[config.mk]
export PLATFORM = sky130hd
export DESIGN_NAME = string_repr_escaper
export DESIGN_NICKNAME = d
export VERILOG_FILES = /design/src/hdl/sre_pkg.sv /design/src/hdl/string_repr_escaper.sv /design/src/hdl/sre_front.sv /design/src/hdl/sre_queue.sv /design/src/hdl/sre_back.sv
export SDC_FILE = /design/constraint.sdc
export NUM_CORES = 1
export LEC_CHECK = 0
export ABC_AREA = 1
export BUFFER_PORTS_ARGS = -buffer_cell sky130_fd_sc_hd__buf_4
export CELL_PAD_IN_SITES_DETAIL_PLACEMENT = 2
export CELL_PAD_IN_SITES_GLOBAL_PLACEMENT = 2
export CORE_ASPECT_RATIO = 1.2
export CORE_UTILIZATION = 35
export DETAILED_ROUTE_END_ITERATION = 6
export PLACE_DENSITY_LB_ADDON = 0.2
export SETUP_SLACK_MARGIN = 0.4
export SLEW_MARGIN = 40
export SYNTH_ARGS = -nofsm -noshare
export SYNTH_HDL_FRONTEND = slang
export SYNTH_SLANG_ARGS = --single-unit
[constraint.sdc]
create_clock -name clk -period 3.2 [get_ports clk]
set_clock_uncertainty 0.15 [all_clocks]
set_input_delay 0.48 -clock clk [delete_from_list [all_inputs] [get_ports clk]]
set_output_delay 0.48 -clock clk [all_outputs]
set_load 0.01 [all_outputs]
[src/hdl/sre_pkg.sv]
// Types, character codes and helpers shared by the escaper modules.
`default_nettype none
package sre_pkg;

  typedef enum logic [1:0] {
    CMD_SCAN  = 2'd0,
    CMD_EMIT  = 2'd1,
    CMD_EMPTY = 2'd2,
    CMD_NONE  = 2'd3
  } sre_cmd_t;

  localparam int MaxOut = 6;
  localparam int CntW   = $clog2(MaxOut + 1);
  localparam int IdxW   = $clog2(MaxOut);
  localparam int QDepth = 2;
  localparam int QPtrW  = $clog2(QDepth);
  localparam int QCntW  = $clog2(QDepth + 1);

  localparam logic [7:0] CH_SQUOTE = 8'h27;
  localparam logic [7:0] CH_DQUOTE = 8'h22;
  localparam logic [7:0] CH_BSLASH = 8'h5c;
  localparam logic [7:0] CH_TAB    = 8'h09;
  localparam logic [7:0] CH_CR     = 8'h0d;
  localparam logic [7:0] CH_LF     = 8'h0a;
  localparam logic [7:0] CH_T      = 8'h74;
  localparam logic [7:0] CH_R      = 8'h72;
  localparam logic [7:0] CH_N      = 8'h6e;
  localparam logic [7:0] CH_X      = 8'h78;
  localparam logic [7:0] CH_PRINT_LO = 8'd32;
  localparam logic [7:0] CH_DEL      = 8'd127;
  localparam logic [7:0] CH_ZERO     = 8'h30;
  localparam logic [7:0] CH_A_LOWER  = 8'h61;

  // One emit item worked out: the output bytes in order and how many.
  typedef struct packed {
    logic [MaxOut-1:0][7:0] bytes;
    logic [CntW-1:0]        count;
    logic                   close;
  } sre_desc_t;

  // Queue status seen by the front end and back end.
  typedef struct packed {
    logic full;
    logic empty;
  } sre_qstat_t;

  function automatic logic [7:0] hex_char(input logic [3:0] nib);
    if (nib < 4'd10) begin
      hex_char = CH_ZERO + {4'd0, nib};
    end else begin
      hex_char = CH_A_LOWER + {4'd0, nib} - 8'd10;
    end
  endfunction

endpackage
`default_nettype wire

[src/hdl/string_repr_escaper.sv]
// An emit transfer is queued when taken; its bytes leave once earlier items have drained.
// Throughput: one input transfer per cycle while the two-entry queue has room; the
//   one-byte output port then drains 1 to 6 bytes per emit item.
// Scan and unused commands produce nothing.
// Reset (rst, synchronous) clears the quote flags, queue and output byte index.
`default_nettype none
module string_repr_escaper (
  input  wire logic       clk,
  input  wire logic       rst,
  input  wire logic       in_valid,
  output      logic       in_ready,
  input  wire logic [1:0] cmd,
  input  wire logic [7:0] data_byte,
  input  wire logic       first_byte,
  input  wire logic       last_byte,
  output      logic       out_valid,
  input  wire logic       out_ready,
  output      logic [7:0] out_byte,
  output      logic       run_last,
  output      logic       text_end
);
  import sre_pkg::*;

  sre_desc_t  desc;
  sre_desc_t  head;
  sre_qstat_t qstat;
  logic       push;
  logic       pop;

  sre_front u_front (
    .clk        (clk),
    .rst        (rst),
    .in_valid   (in_valid),
    .in_ready   (in_ready),
    .cmd        (cmd),
    .data_byte  (data_byte),
    .first_byte (first_byte),
    .last_byte  (last_byte),
    .qstat      (qstat),
    .push       (push),
    .desc       (desc)
  );

  sre_queue u_queue (
    .clk       (clk),
    .rst       (rst),
    .push      (push),
    .push_desc (desc),
    .pop       (pop),
    .head      (head),
    .qstat     (qstat)
  );

  sre_back u_back (
    .clk       (clk),
    .rst       (rst),
    .head      (head),
    .qstat     (qstat),
    .pop       (pop),
    .out_valid (out_valid),
    .out_ready (out_ready),
    .out_byte  (out_byte),
    .run_last  (run_last),
    .text_end  (text_end)
  );

endmodule
`default_nettype wire

[src/hdl/sre_front.sv]
// Front end: takes input transfers, tracks quote flags, builds output descriptors.
`default_nettype none
module sre_front (
  input  wire logic              clk,
  input  wire logic              rst,
  input  wire logic              in_valid,
  output      logic              in_ready,
  input  wire logic [1:0]        cmd,
  input  wire logic [7:0]        data_byte,
  input  wire logic              first_byte,
  input  wire logic              last_byte,
  input  wire sre_pkg::sre_qstat_t qstat,
  output      logic              push,
  output      sre_pkg::sre_desc_t desc
);
  import sre_pkg::*;

  logic            seen_single_quote, seen_single_quote_next;
  logic            seen_double_quote, seen_double_quote_next;
  sre_cmd_t        cmd_code;
  logic            accept;
  logic [7:0]      quote;
  logic [3:0][7:0] esc;
  logic [CntW-1:0] elen;
  logic [CntW-1:0] off;

  assign cmd_code = sre_cmd_t'(cmd);
  assign in_ready = !qstat.full;
  assign accept   = in_valid && in_ready;
  assign push     = accept && (cmd_code == CMD_EMIT || cmd_code == CMD_EMPTY);
  assign quote    = (seen_single_quote && !seen_double_quote) ? CH_DQUOTE : CH_SQUOTE;

  always_comb begin
    seen_single_quote_next = (first_byte ? 1'b0 : seen_single_quote)
                             | (data_byte == CH_SQUOTE);
    seen_double_quote_next = (first_byte ? 1'b0 : seen_double_quote)
                             | (data_byte == CH_DQUOTE);
  end

  always_ff @(posedge clk) begin
    if (rst) begin
      seen_single_quote <= 1'b0;
      seen_double_quote <= 1'b0;
    end else if (accept && cmd_code == CMD_SCAN) begin
      seen_single_quote <= seen_single_quote_next;
      seen_double_quote <= seen_double_quote_next;
    end
  end

  // escape sequence for the data byte alone
  always_comb begin
    esc    = '0;
    esc[0] = CH_BSLASH;
    elen   = CntW'(2);
    if (data_byte == quote || data_byte == CH_BSLASH) begin
      esc[1] = data_byte;
    end else if (data_byte == CH_TAB) begin
      esc[1] = CH_T;
    end else if (data_byte == CH_CR) begin
      esc[1] = CH_R;
    end else if (data_byte == CH_LF) begin
      esc[1] = CH_N;
    end else if (data_byte >= CH_PRINT_LO && data_byte < CH_DEL) begin
      esc[0] = data_byte;
      elen   = CntW'(1);
    end else begin
      esc[1] = CH_X;
      esc[2] = hex_char(data_byte[7:4]);
      esc[3] = hex_char(data_byte[3:0]);
      elen   = CntW'(4);
    end
  end

  always_comb begin
    desc = '0;
    off  = first_byte ? CntW'(1) : CntW'(0);
    if (cmd_code == CMD_EMPTY) begin
      desc.bytes[0] = CH_SQUOTE;
      desc.bytes[1] = CH_SQUOTE;
      desc.count    = CntW'(2);
      desc.close    = 1'b1;
    end else begin
      if (first_byte) begin
        desc.bytes[0] = quote;
      end
      for (int k = 0; k < 4; k++) begin
        if (CntW'(k) < elen) begin
          desc.bytes[IdxW'(off + CntW'(k))] = esc[k];
        end
      end
      if (last_byte) begin
        desc.bytes[IdxW'(off + elen)] = quote;
      end
      desc.count = off + elen + (last_byte ? CntW'(1) : CntW'(0));
      desc.close = last_byte;
    end
  end

endmodule
`default_nettype wire

[src/hdl/sre_queue.sv]
// Short descriptor queue between front end and back end.
`default_nettype none
module sre_queue (
  input  wire logic               clk,
  input  wire logic               rst,
  input  wire logic               push,
  input  wire sre_pkg::sre_desc_t push_desc,
  input  wire logic               pop,
  output      sre_pkg::sre_desc_t head,
  output      sre_pkg::sre_qstat_t qstat
);
  import sre_pkg::*;

  sre_desc_t        mem [QDepth];
  logic [QPtrW-1:0] wr_ptr;
  logic [QPtrW-1:0] rd_ptr;
  logic [QCntW-1:0] fill;

  assign qstat.full  = (fill == QCntW'(QDepth));
  assign qstat.empty = (fill == '0);
  assign head        = mem[rd_ptr];

  always_ff @(posedge clk) begin
    if (push) begin
      mem[wr_ptr] <= push_desc;
    end
  end

  always_ff @(posedge clk) begin
    if (rst) begin
      wr_ptr <= '0;
      rd_ptr <= '0;
      fill   <= '0;
    end else begin
      if (push) begin
        wr_ptr <= (wr_ptr == QPtrW'(QDepth - 1)) ? '0 : wr_ptr + QPtrW'(1);
      end
      if (pop) begin
        rd_ptr <= (rd_ptr == QPtrW'(QDepth - 1)) ? '0 : rd_ptr + QPtrW'(1);
      end
      if (push && !pop) begin
        fill <= fill + QCntW'(1);
      end else if (pop && !push) begin
        fill <= fill - QCntW'(1);
      end
    end
  end

endmodule
`default_nettype wire

[src/hdl/sre_back.sv]
// Back end: plays out the head descriptor one byte per output transfer.
`default_nettype none
module sre_back (
  input  wire logic                clk,
  input  wire logic                rst,
  input  wire sre_pkg::sre_desc_t  head,
  input  wire sre_pkg::sre_qstat_t qstat,
  output      logic                pop,
  output      logic                out_valid,
  input  wire logic                out_ready,
  output      logic [7:0]          out_byte,
  output      logic                run_last,
  output      logic                text_end
);
  import sre_pkg::*;

  logic [IdxW-1:0] idx;
  logic            at_last;

  assign out_valid = !qstat.empty;
  assign at_last   = (CntW'(idx) == head.count - CntW'(1));
  assign out_byte  = head.bytes[idx];
  assign run_last  = at_last;
  assign text_end  = at_last && head.close;
  assign pop       = out_valid && out_ready && at_last;

  always_ff @(posedge clk) begin
    if (rst) begin
      idx <= '0;
    end else if (out_valid && out_ready) begin
      idx <= at_last ? '0 : idx + IdxW'(1);
    end
  end

endmodule
`default_nettype wire

==> results of run 1 <==
routing by layer:
metal | share of wire, % | vias to the layer above | wire, µm
li1 | - | 2013 | -
met1 | 42 | 2135 | 7230
met2 | 54 | 57 | 9400
met3 | 2.5 | 21 | 433
met4 | 1.8 | 0 | 319
met5 | 0 | - | 0
worst paths after layout:
kind	startpoint	end	slack (ps)
min	rst	register	150
min reg2reg	u_queue.rd_ptr$_SDFFE_PP0P_	register	350
max reg2reg	u_front.seen_double_quote$_SDFFE_PP0P_	u_queue.mem[1][9]$_DFFE_PP_	600
max	data_byte[4]	u_queue.mem[0][38]$_DFFE_PP_	510
cell usage in the layout, fill, tap and decap left out, types with 4 or more instances in the layout:
cell type and count:
nand3_2 5, a32o_1 5, nand2_1 91, nand4_1 5, o221ai_1 12, nand2_2 6
a21oi_1 15, nand2_4 4, nor2_1 90, dfxtp_1 8, edfxtp_1 88, o22ai_1 9
nor3_1 6, o21ai_0 49, buf_4 41, clkbuf_16 9, inv_1 57, xor2_1 7
nor2_4 4, nand3_1 13, ha_1 18, o21ai_1 8, conb_1 6
state kept, by name, indices dropped and copies added (netlist names), named ones only:
register / cells
u_front.seen_single_quote: 1
u_queue.rd_ptr: 1
u_queue.wr_ptr: 1
u_queue.fill: 2
u_queue.mem: 88
u_front.seen_double_quote: 1
u_back.idx: 3
cells in the mapped netlist, types with 2 or more instances:
master and count:
ha_1 18, nor3_1 6, nor2_1 93, clkinv_1 2, inv_2 3, nand4_1 5
o31ai_1 3, o221ai_1 12, o211ai_1 3, nand3_4 3, dfxtp_1 10, o21ai_0 55
nand3_2 5, nand2_4 3, nor2_2 4, o2111ai_1 2, nand3_1 13, nand2_1 92
o22ai_1 9, a22oi_1 2, inv_1 58, o21ai_1 3, buf_1 2, clkbuf_1 15
a21oi_1 15, xor2_1 7, edfxtp_1 88, a32o_1 5, nand2_2 6, mux2i_1 2
logic make-up (layout without fill, tap and decap cells):
logic type	count (synthesis)	count (layout)	synth area share [%]
other	1	6	0.0710
adder cells (fa/ha/maj)	18	18	4.26
multiplexers	2	2	0.379
flip-flops	98	98	53.8
XOR/XNOR	8	8	1.33
AO/OA/AOI/OAI	115	115	13.6
AND/OR/NAND/NOR	236	236	20.6
buffers and inverters	82	123	5.92
worst reg2reg max path: stages (launching register included):
cell and delay, ps:
dfxtp_2 340, inv_1 50, nand2_1 110, nand2_1 110, nand2_2 90, nand2_4 90
nand3_4 90, nor2_2 120, ha_1 150, ha_1 240, o21bai_4 200, nand2_8 110
nand3_2 120, nand2_1 150, inv_1 140, nand2_1 100
power by group through the flow:
| stage | clock, mW | sequential, mW | combinational, mW |
|---|---|---|---|
| after floorplan | 0 | 1.53 | 0.363 |
| after global placement | 0 | 1.53 | 0.585 |
| after detailed placement | 0 | 1.54 | 0.617 |
| after CTS | 1.29 | 1.52 | 0.642 |
| after global routing | 1.33 | 1.52 | 0.700 |
| final | 1.27 | 1.52 | 0.641 |
repair_timing:
item,CTS,global route
cloned,1,0
pin swaps,1,2
gates resized for setup,15,9
endpoints found under the setup margin,12,55
buffers inserted,0,2
per-stage QoR:
stage               instances  setup WS [ps]  TNS [ps]
floorplan                 565           -186    -16350
global placement          787            236         0
detailed placement        787           86.7         0
CTS                       804            426         0
global route              806            363         0
finish                    806            513         0
cell type report:
type	count	area, µm²
Clock buffer	9	225
Clock inverter	7	123
Fill cell	1634	8270
Inverter	63	240
Multi-Input combinational cell	385	2210
Sequential cell	98	2850
Tap cell	200	250
Timing Repair Buffer	44	372
==> flow_metrics.py, run 1 <==
metrics = {
    "floorplanning": {
        "io_pins": 28,
        "die_x_um": 114,
        "die_y_um": 137,
        "rows": 48,
        "initial_core_util_pct": 36.3,
        "core_um2": 14500,
        "dieArea_um2": 15600,
    },
    "synth": {
        "syn-instance-count": 560,
        "async_flop_share_pct": 0,
        "ys_seq_area_share_pct": 53.8,
        "synth_edf_count": 88,
        "synthFlopType": "edfxtp_1",
        "synth.top_cell.area_share_pct": 50.0,
        "ys_warn_count": 0,
        "syn_area_um2": 5280,
        "synth_top_area_cell": "edfxtp_1",
        "synth_seq_cells": 98,
        "synth_cell_types": 46,
        "syn-mean-instance-area_um2": 9.43,
        "synth.area.top_cells": "edfxtp_1 50%, nor2_1 6.6%, nand2_1 6.5%",
    },
    "grt": {
        "grt_pass1_vias": 4731,
        "grt.overflow.total": 0,
        "top_usage_layer": "met2",
        "use_met2_pct": 44.7,
        "grt_use_met3_pct": 3.41,
        "grt_usage_pct": 24.0,
        "grtUsageMet1_pct": 27.9,
        "grt_pass1_wl_mm": 27.0,
        "antenna_found_initial": 0,
        "grt_max_degree": 45,
    },
    "worst_setup_path": {
        "cp_max_fo": 5,
        "crit_arrival_ps": 2620,
        "slowest_stage": "ha_1",
        "start_kind": "input port",
        "required_ps": 3140,
        "critical_path_class": "in -> reg",
        "crit_buf_inv": 4,
        "ff2ff_path_depth": 15,
        "path_delay_family": "simple AND/OR/NAND/NOR gates",
        "path_cells": "buf_4 > inv_1 > ha_1 > nand2_2 > nor2_2 > nand2_4 > nand3_4 > nor2_2 > ha_1 > nor2_4 > inv_1 > o311ai_2 > inv_1 > nand2_1 > o21ai_0",
        "path_common_cell": "inv_1",
        "critPathCaptureType": "register",
        "slowest_delay_ps": 340,
        "path_depth": 15,
    },
    "timing": {
        "rsz0062_at_grt": "true",
        "worst_slew_pin_slew_ps": 763,
        "maxSlewViolCount": 0,
        "setup_viol": 0,
        "max_freq_ghz": 0.372,
        "finalHoldViolCount": 0,
        "min_period_ps": 2690,
        "relSlewSlack_pct": 48.6,
        "finalCritPeriodShare_pct": 84.0,
        "fin_worst_hold_slack_ps": 152,
    },
    "pwr": {
        "powerDensity_nw_per_um2": 547,
        "pwr-share-comb_pct": 18.7,
        "power.internal_mw": 2.48,
        "switching_share_pct": 27.7,
        "seq_power_share_pct": 44.2,
        "ir_worst_vdd_v": 0.000248,
        "switchingPower_uw": 947,
        "total_power_mw": 3.43,
        "p_leak_nw": 2.54,
        "pwr-share-clk_pct": 37.0,
    },
    "layout": {
        "design_area_um2": 6260,
        "drive_above_1_share_pct": 16.7,
        "final_util_pct": 43.1,
        "area_growth_pct": 18.6,
        "final_net_count": 635,
        "n_antenna_cell": 0,
    },
    "run_status": {
        "status": "finished, final reports clean",
    },
    "route": {
        "avgRoutedWirePerCell_um": 21.6,
        "vias": 4226,
        "wl_mm": 17.4,
        "ant_nets": 0,
        "detail_route.iter0.violations": 139,
        "firstDrtPassIters": 4,
        "drc": 0,
        "via_per_inst": 5.24,
    },
    "clock_network": {
        "clock_latency_ps": 360,
        "cts_buffers": 9,
        "cts_buffer_depth": 2,
        "cts_tree": "done",
        "root_buffer": "clkbuf_16",
        "clk_pin_slew_ps": 70,
        "hold_buffers": 0,
        "htreeDepth": 3,
        "cts_sinks": 98,
    },
    "hold_path": {
        "hold_class": "in -> reg",
        "min_delay_path_depth": 2,
    },
    "place": {
        "port_buffers": 27,
        "dpl_cell_area_um2": 5810,
        "gp_congestion": 0.872,
        "dp_hpwl_mm": 12.7,
    },
    "flow_run": {
        "maxCapViolCount": 0,
    },
}
Power figures use the tool's default switching activity.
==> run 2, diff against run 1 <==
--- a/config.mk
+++ b/config.mk
@@ -5,12 +5,12 @@
 export SDC_FILE = /design/constraint.sdc
 export NUM_CORES = 1
 export LEC_CHECK = 0
-export ABC_AREA = 1
+export ABC_AREA = 0
 export BUFFER_PORTS_ARGS = -buffer_cell sky130_fd_sc_hd__buf_4
 export CELL_PAD_IN_SITES_DETAIL_PLACEMENT = 2
 export CELL_PAD_IN_SITES_GLOBAL_PLACEMENT = 2
 export CORE_ASPECT_RATIO = 1.2
-export CORE_UTILIZATION = 35
+export CORE_UTILIZATION = 39
 export DETAILED_ROUTE_END_ITERATION = 6
 export PLACE_DENSITY_LB_ADDON = 0.2
 export SETUP_SLACK_MARGIN = 0.4
==> constraint.sdc (replaced) <==
create_clock -name clk -period 2.31 [get_ports clk]
set_clock_uncertainty 0.15 [all_clocks]
set_input_delay 0.3465 -clock clk [delete_from_list [all_inputs] [get_ports clk]]
set_output_delay 0.3465 -clock clk [all_outputs]
set_load 0.01 [all_outputs]
==> run 2 against run 1 <==
The run now ends with negative setup slack left. Worst hold slack got worse by 27 ps. Synthesized cell count fell by 25%. Via count rose by 16%. Cell area rose by 29%. Power rose by 54%. Area after synthesis rose by 0.90%. Worst setup slack got worse by 1200 ps. Critical path depth did not move. Clock-buffer cell count did not move. Combinational power rose by 130%. Flip-flop and latch count did not move. Clock power rose by 29%. Critical path type unchanged. Largest cell class is now multi-input gates.
==> flow_metrics.py, run 2 <==
metrics = {
    "synth": {
        "synth_cell_types": 74,
        "syn-mean-instance-area_um2": 12.7,
        "async_flop_share_pct": 0,
        "synth.top_cell.area_share_pct": 49.6,
        "ys_warn_count": 0,
        "ys_seq_area_share_pct": 53.3,
        "yosysMostFrequentCell": "edfxtp_1",
        "synth_seq_cells": 98,
        "synthFlopType": "edfxtp_1",
        "synth_edf_count": 88,
        "syn_area_um2": 5330,
        "synth_top_area_cell": "edfxtp_1",
        "synth.area.top_cells": "edfxtp_1 50%, mux4_2 6.3%, mux2i_1 5.1%",
        "synth_commonest_cells": "88 x edfxtp_1, 31 x nand2_1, 31 x nor2_1",
        "syn-instance-count": 421,
    },
    "layout": {
        "largest_reg_flops": 88,
        "design_area_um2": 8100,
        "drive_above_1_share_pct": 56.3,
        "n_antenna_cell": 0,
        "reg_top3": "u_queue.mem (88), u_back.idx (3), u_queue.fill (2)",
        "final_cell_mix": "112 x buf_4, 88 x edfxtp_1, 36 x buf_6, 24 x nand2_1, 21 x nor2_1",
        "final_net_count": 608,
        "final_util_pct": 60.9,
        "area_growth_pct": 52.0,
        "layout_commonest_cell": "buf_4",
        "regMostFlops": "u_queue.mem",
    },
    "clock_network": {
        "cts_buffers": 9,
        "cts_tree": "done",
        "clk_pin_slew_ps": 80,
        "root_buffer": "clkbuf_16",
        "cts_buffer_depth": 2,
        "clock_latency_ps": 370,
        "cts_sinks": 98,
        "htreeDepth": 3,
    },
    "timing": {
        "finalHoldViolCount": 0,
        "maxSlewViolCount": 0,
        "rsz0062_at_grt": "true",
        "fin_worst_hold_slack_ps": 125,
        "setup_slack_ps": -713,
        "min_period_ps": 3020,
        "max_freq_ghz": 0.331,
        "finalCritPeriodShare_pct": 131,
        "setup_viol": 97,
        "relSlewSlack_pct": 56.5,
        "worst_slew_pin_slew_ps": 652,
    },
    "route": {
        "ant_nets": 0,
        "avgRoutedWirePerCell_um": 38.1,
        "firstDrtPassIters": 5,
        "via_per_inst": 6.55,
        "drc": 0,
        "wl_mm": 28.5,
        "vias": 4891,
        "detail_route.iter0.violations": 582,
    },
    "pwr": {
        "total_power_mw": 5.27,
        "ir_worst_vdd_v": 0.000410,
        "p_leak_nw": 2.90,
        "powerDensity_nw_per_um2": 651,
    },
    "place": {
        "pre_cts_slack_ps": -921,
        "dpl_cell_area_um2": 6730,
        "port_buffers": 27,
        "gp_congestion": 0.875,
        "dp_hpwl_mm": 13.4,
    },
    "hold_path": {
        "hold_class": "in -> reg",
    },
    "worst_setup_path": {
        "crit_arrival_ps": 2960,
        "critical_path_class": "in -> reg",
        "cp_max_fo": 5,
        "start_kind": "input port",
        "required_ps": 2250,
        "critPathCaptureType": "register",
    },
    "run_status": {
        "violations": "negative setup slack",
        "status": "finished with violations",
    },
    "floorplanning": {
        "initial_core_util_pct": 40.1,
        "rows": 46,
        "die_x_um": 109,
        "die_y_um": 130,
        "dieArea_um2": 14100,
        "io_pins": 28,
        "core_um2": 13300,
    },
    "grt": {
        "grt.overflow.total": 0,
        "antenna_found_initial": 0,
        "grt_pass1_wl_mm": 35.4,
        "grt_usage_pct": 36.5,
        "grt_pass1_vias": 5126,
        "grt_max_degree": 45,
    },
    "flow_run": {
        "maxCapViolCount": 0,
    },
}
-- run 2: cell types whose count changed in the layout (fill, tap and decap cells not counted), moves of 7 or more --
cell      before  now
buf_4         41  112
buf_6          1   36
ha_1          18    7
ha_4           0    9
inv_1         57    6
mux2i_1        1   15
mux4_2         0   15
nand2_1       91   24
nand3_1       13    5
nor2_1        90   21
o21ai_0       49    9
o221ai_1      12    0
xor2_1         7    0
-- run 2: kinds of logic (layout without fill, tap and decap cells) --
group	Yosys count	in the layout	synth area share [%]
simple gates	128	128	13.2
flops	98	98	53.3
compound gates	84	84	12.2
mux	47	47	12.5
buf+inv	35	188	2.89
fa+ha+maj	18	18	4.23
xor+xnor	10	10	1.64
other cells	1	6	0.0704
-- run 2: metal layers --
metal | GRT usage [%] | wire (µm) | up-vias | part of all wire [%]
met5 | 0 | 0 | - | 0
met4 | 21.1 | 2050 | 0 | 7.2
met3 | 7.04 | 1820 | 125 | 6.4
met2 | 65.2 | 14100 | 316 | 50
met1 | 40.1 | 10500 | 2516 | 37
li1 | - | - | 1934 | -
-- run 2: critical path, cell delays in order --
cell and delay [ps]:
buf_4 140, inv_1 120, ha_1 230, nor2b_1 320, o21a_4 210, nor2_2 60, nand2_2 110, inv_4 50
ha_4 170, ha_4 310, or3b_4 150, inv_4 40, a31o_4 250, buf_6 140, a211o_1 300
-- run 2: stage by stage --
step | setup TNS (ps) | instances
2_1_floorplan | -38480 | 426
3_3_place_gp | -48650 | 701
3_5_place_dp | -58940 | 701
4_1_cts | -36200 | 738
5_1_grt | -58320 | 747
6_report | -52470 | 747
-- run 2: worst paths after layout --
check                                                             from                                     end  slack, ps  cells past startpoint
worst max register to register  u_front.seen_double_quote$_SDFFE_PP0P_             u_queue.mem[0][4]$_DFFE_PP_       -700                     12
worst min register to register  u_front.seen_double_quote$_SDFFE_PP0P_  u_front.seen_double_quote$_SDFFE_PP0P_        520                      3
worst min-delay path                                               rst              u_back.idx[2]$_SDFFE_PP0P_        130                      2
worst max-delay path                                      data_byte[0]             u_queue.mem[0][5]$_DFFE_PP_       -710                     15
-- run 2: report_power, final --
group          internal [mW]  total (mW)  leakage, nW  switching (mW)
Sequential              2.07        2.14        0.899          0.0687
Clock                  0.851        1.64        0.138           0.792
Combinational          0.650        1.48         1.87           0.835
Total                   3.57        5.27         2.90            1.70
-- run 2: final cells by class --
type	count	area, µm²
multi-input cells	293	3240
flip-flops and latches	98	2850
clock inverters	7	76.3
repair buffers	156	1410
inverters	16	93.8
fillers	1127	5190
well taps	168	210
clock buffers	9	225
-- run 2: timing repair --
action,4_1_cts,5_1_grt
pin swaps,35,27
gates cloned,1,0
endpoints found under the setup margin,97,97
endpoints found under the hold margin,0,0
hold buffers,0,0
setup buffers,20,9
gates resized for setup,104,59
==> run 3, diff against run 2 <==
--- a/config.mk
+++ b/config.mk
@@ -18,3 +18,4 @@
 export SYNTH_ARGS = -nofsm -noshare
 export SYNTH_HDL_FRONTEND = slang
 export SYNTH_SLANG_ARGS = --single-unit
+export TNS_END_PERCENT = 30
==> run 3 against run 2 <==
The run still ends with negative setup slack left. Cell area down 5.9%. First-iteration DRC count fell by 45%. Sequential share of layout area increased by 2.2 points. Worst hold slack worse by 15 ps. Flip-flop and latch count unchanged. Sequential power about the same. Maximum frequency is 1.9% lower. Core utilization fell by 3.6 points. Clock-buffer cell count increased by 1.
==> flow_metrics.py, run 3 (synthesized netlist as in run 2, its figures left out) <==
metrics = {
    "run_status": {
        "status": "finished with violations",
        "violations": "negative setup slack",
    },
    "clock_network": {
        "clock_latency_ps": 370,
        "root_buffer": "clkbuf_16",
        "cts_buffers": 9,
        "clk_pin_slew_ps": 80,
        "htreeDepth": 3,
        "cts_tree": "done",
        "cts_sinks": 98,
        "cts_buffer_depth": 2,
    },
    "layout": {
        "design_area_um2": 7620,
        "reg_top3": "u_queue.mem (88), u_back.idx (3), u_queue.fill (2)",
        "layout_commonest_cell": "buf_4",
        "regArea_um2": 2850,
        "regMostFlops": "u_queue.mem",
        "area_growth_pct": 43.0,
        "drive_above_1_share_pct": 49.8,
        "final_net_count": 599,
        "n_antenna_cell": 0,
        "multiInputGateArea_um2": 2930,
        "largest_reg_flops": 88,
        "n_fill_cell": 1194,
        "final_util_pct": 57.3,
        "final_cell_mix": "124 x buf_4, 88 x edfxtp_1, 25 x nand2_1, 23 x nor2_1, 21 x mux2i_1",
    },
    "timing": {
        "relSlewSlack_pct": 56.9,
        "setup_slack_ps": -771,
        "finalCritPeriodShare_pct": 133,
        "tns_ps": -52150,
        "rsz0062_at_grt": "true",
        "worst_slew_pin_slew_ps": 646,
        "max_freq_ghz": 0.325,
        "setup_viol": 93,
        "maxSlewViolCount": 0,
        "min_period_ps": 3080,
        "finalHoldViolCount": 0,
    },
    "floorplanning": {
        "die_y_um": 130,
        "io_pins": 28,
        "initial_core_util_pct": 40.1,
        "die_x_um": 109,
        "dieArea_um2": 14100,
        "core_um2": 13300,
        "rows": 46,
    },
    "place": {
        "dpl_cell_area_um2": 6650,
        "gp_congestion": 0.904,
        "dp_hpwl_mm": 13.5,
        "pre_cts_slack_ps": -1010,
        "port_buffers": 27,
    },
    "route": {
        "avgRoutedWirePerCell_um": 34.2,
        "firstDrtPassIters": 5,
        "via_per_inst": 6.29,
        "ant_nets": 0,
        "detail_route.iter0.violations": 320,
        "wl_mm": 25.3,
        "vias": 4644,
        "drc": 0,
    },
    "worst_setup_path": {
        "critical_path_class": "reg -> reg",
        "crit_arrival_ps": 3040,
        "required_ps": 2270,
        "critPathCaptureType": "register",
        "cp_max_fo": 5,
        "start_kind": "register",
    },
    "pwr": {
        "p_leak_nw": 2.78,
        "total_power_mw": 4.97,
        "ir_worst_vdd_v": 0.000411,
        "powerDensity_nw_per_um2": 652,
    },
    "grt": {
        "grtUsageMet1_pct": 35.8,
        "grt_pass1_wl_mm": 31.6,
        "antenna_found_initial": 0,
        "grt_max_degree": 45,
        "grt_use_met3_pct": 4.95,
        "top_usage_layer": "met2",
        "grt_pass1_vias": 4878,
        "use_met2_pct": 58.0,
        "grt.overflow.total": 0,
        "grt_usage_pct": 31.6,
    },
    "flow_run": {
        "maxCapViolCount": 0,
    },
    "hold_path": {
        "hold_class": "in -> reg",
    },
}
==> run 3: cell types whose count changed in the layout (fill, tap and decap cells not counted), moves of 4 or more <==
cell     change
buf_4       +12
buf_6       -20
ha_4         -4
mux2i_1      +6
nor2b_1      +4
nor2b_4      -4
xor2_1       +5
==> run 3: layout make-up <==
type / count / share of cell area (%)
multi-input combinational: 293 / 38.5
sequential: 98 / 37.4
timing repair buffer: 147 / 16.4
clock buffer: 10 / 3.00
tap: 168 / 2.76
inverter: 16 / 1.20
clock inverter: 6 / 0.837
==> run 3: repair_timing <==
| item | CTS | global route |
|---|---|---|
| hold buffers | 0 | 0 |
| pin swaps | 20 | 23 |
| endpoints found under the hold margin | 0 | 0 |
| buffers inserted | 8 | 13 |
| gates resized for setup | 61 | 44 |
| setup endpoints to repair | 97 | 97 |
==> run 3: where the power goes <==
group | internal [mW] | switching, mW
combinational | 0.523 | 0.700
clock | 0.846 | 0.769
sequential | 2.07 | 0.0592
total | 3.44 | 1.53
==> run 3: worst paths after layout <==
check	endpoint	depth (start not counted)	from	slack [ps]
worst max-delay path	u_queue.mem[0][10]$_DFFE_PP_	12	u_front.seen_double_quote$_SDFFE_PP0P_	-770
worst min-delay path	u_queue.wr_ptr$_SDFFE_PP0P_	2	rst	110
worst max register to register	u_queue.mem[0][10]$_DFFE_PP_	12	u_front.seen_double_quote$_SDFFE_PP0P_	-770
worst min register to register	u_queue.fill[1]$_SDFFE_PP0P_	2	u_queue.fill[1]$_SDFFE_PP0P_	410
==> run 3: worst max-delay path: stages (launching register included) <==
cell	delay, ps
dfxtp_2	330
buf_4	130
and2b_2	240
o21ai_4	80
buf_4	150
a211oi_4	350
inv_4	90
ha_4	320
or3b_4	180
inv_4	60
a31o_4	240
buf_6	130
nor3_1	370
==> run 3: routing by layer <==
metal / up-vias / part of all wire, %
met5: - / 0
met1: 2413 / 37
met2: 230 / 53
li1: 1909 / -
met4: 0 / 5.2
met3: 92 / 4.9
==> run 3: per-stage QoR <==
stage,hold slack [ps],std cells
final,110,738
after global routing,137,738
after CTS,112,725
after detailed placement,363,701
after global placement,336,701
after floorplan,300,426
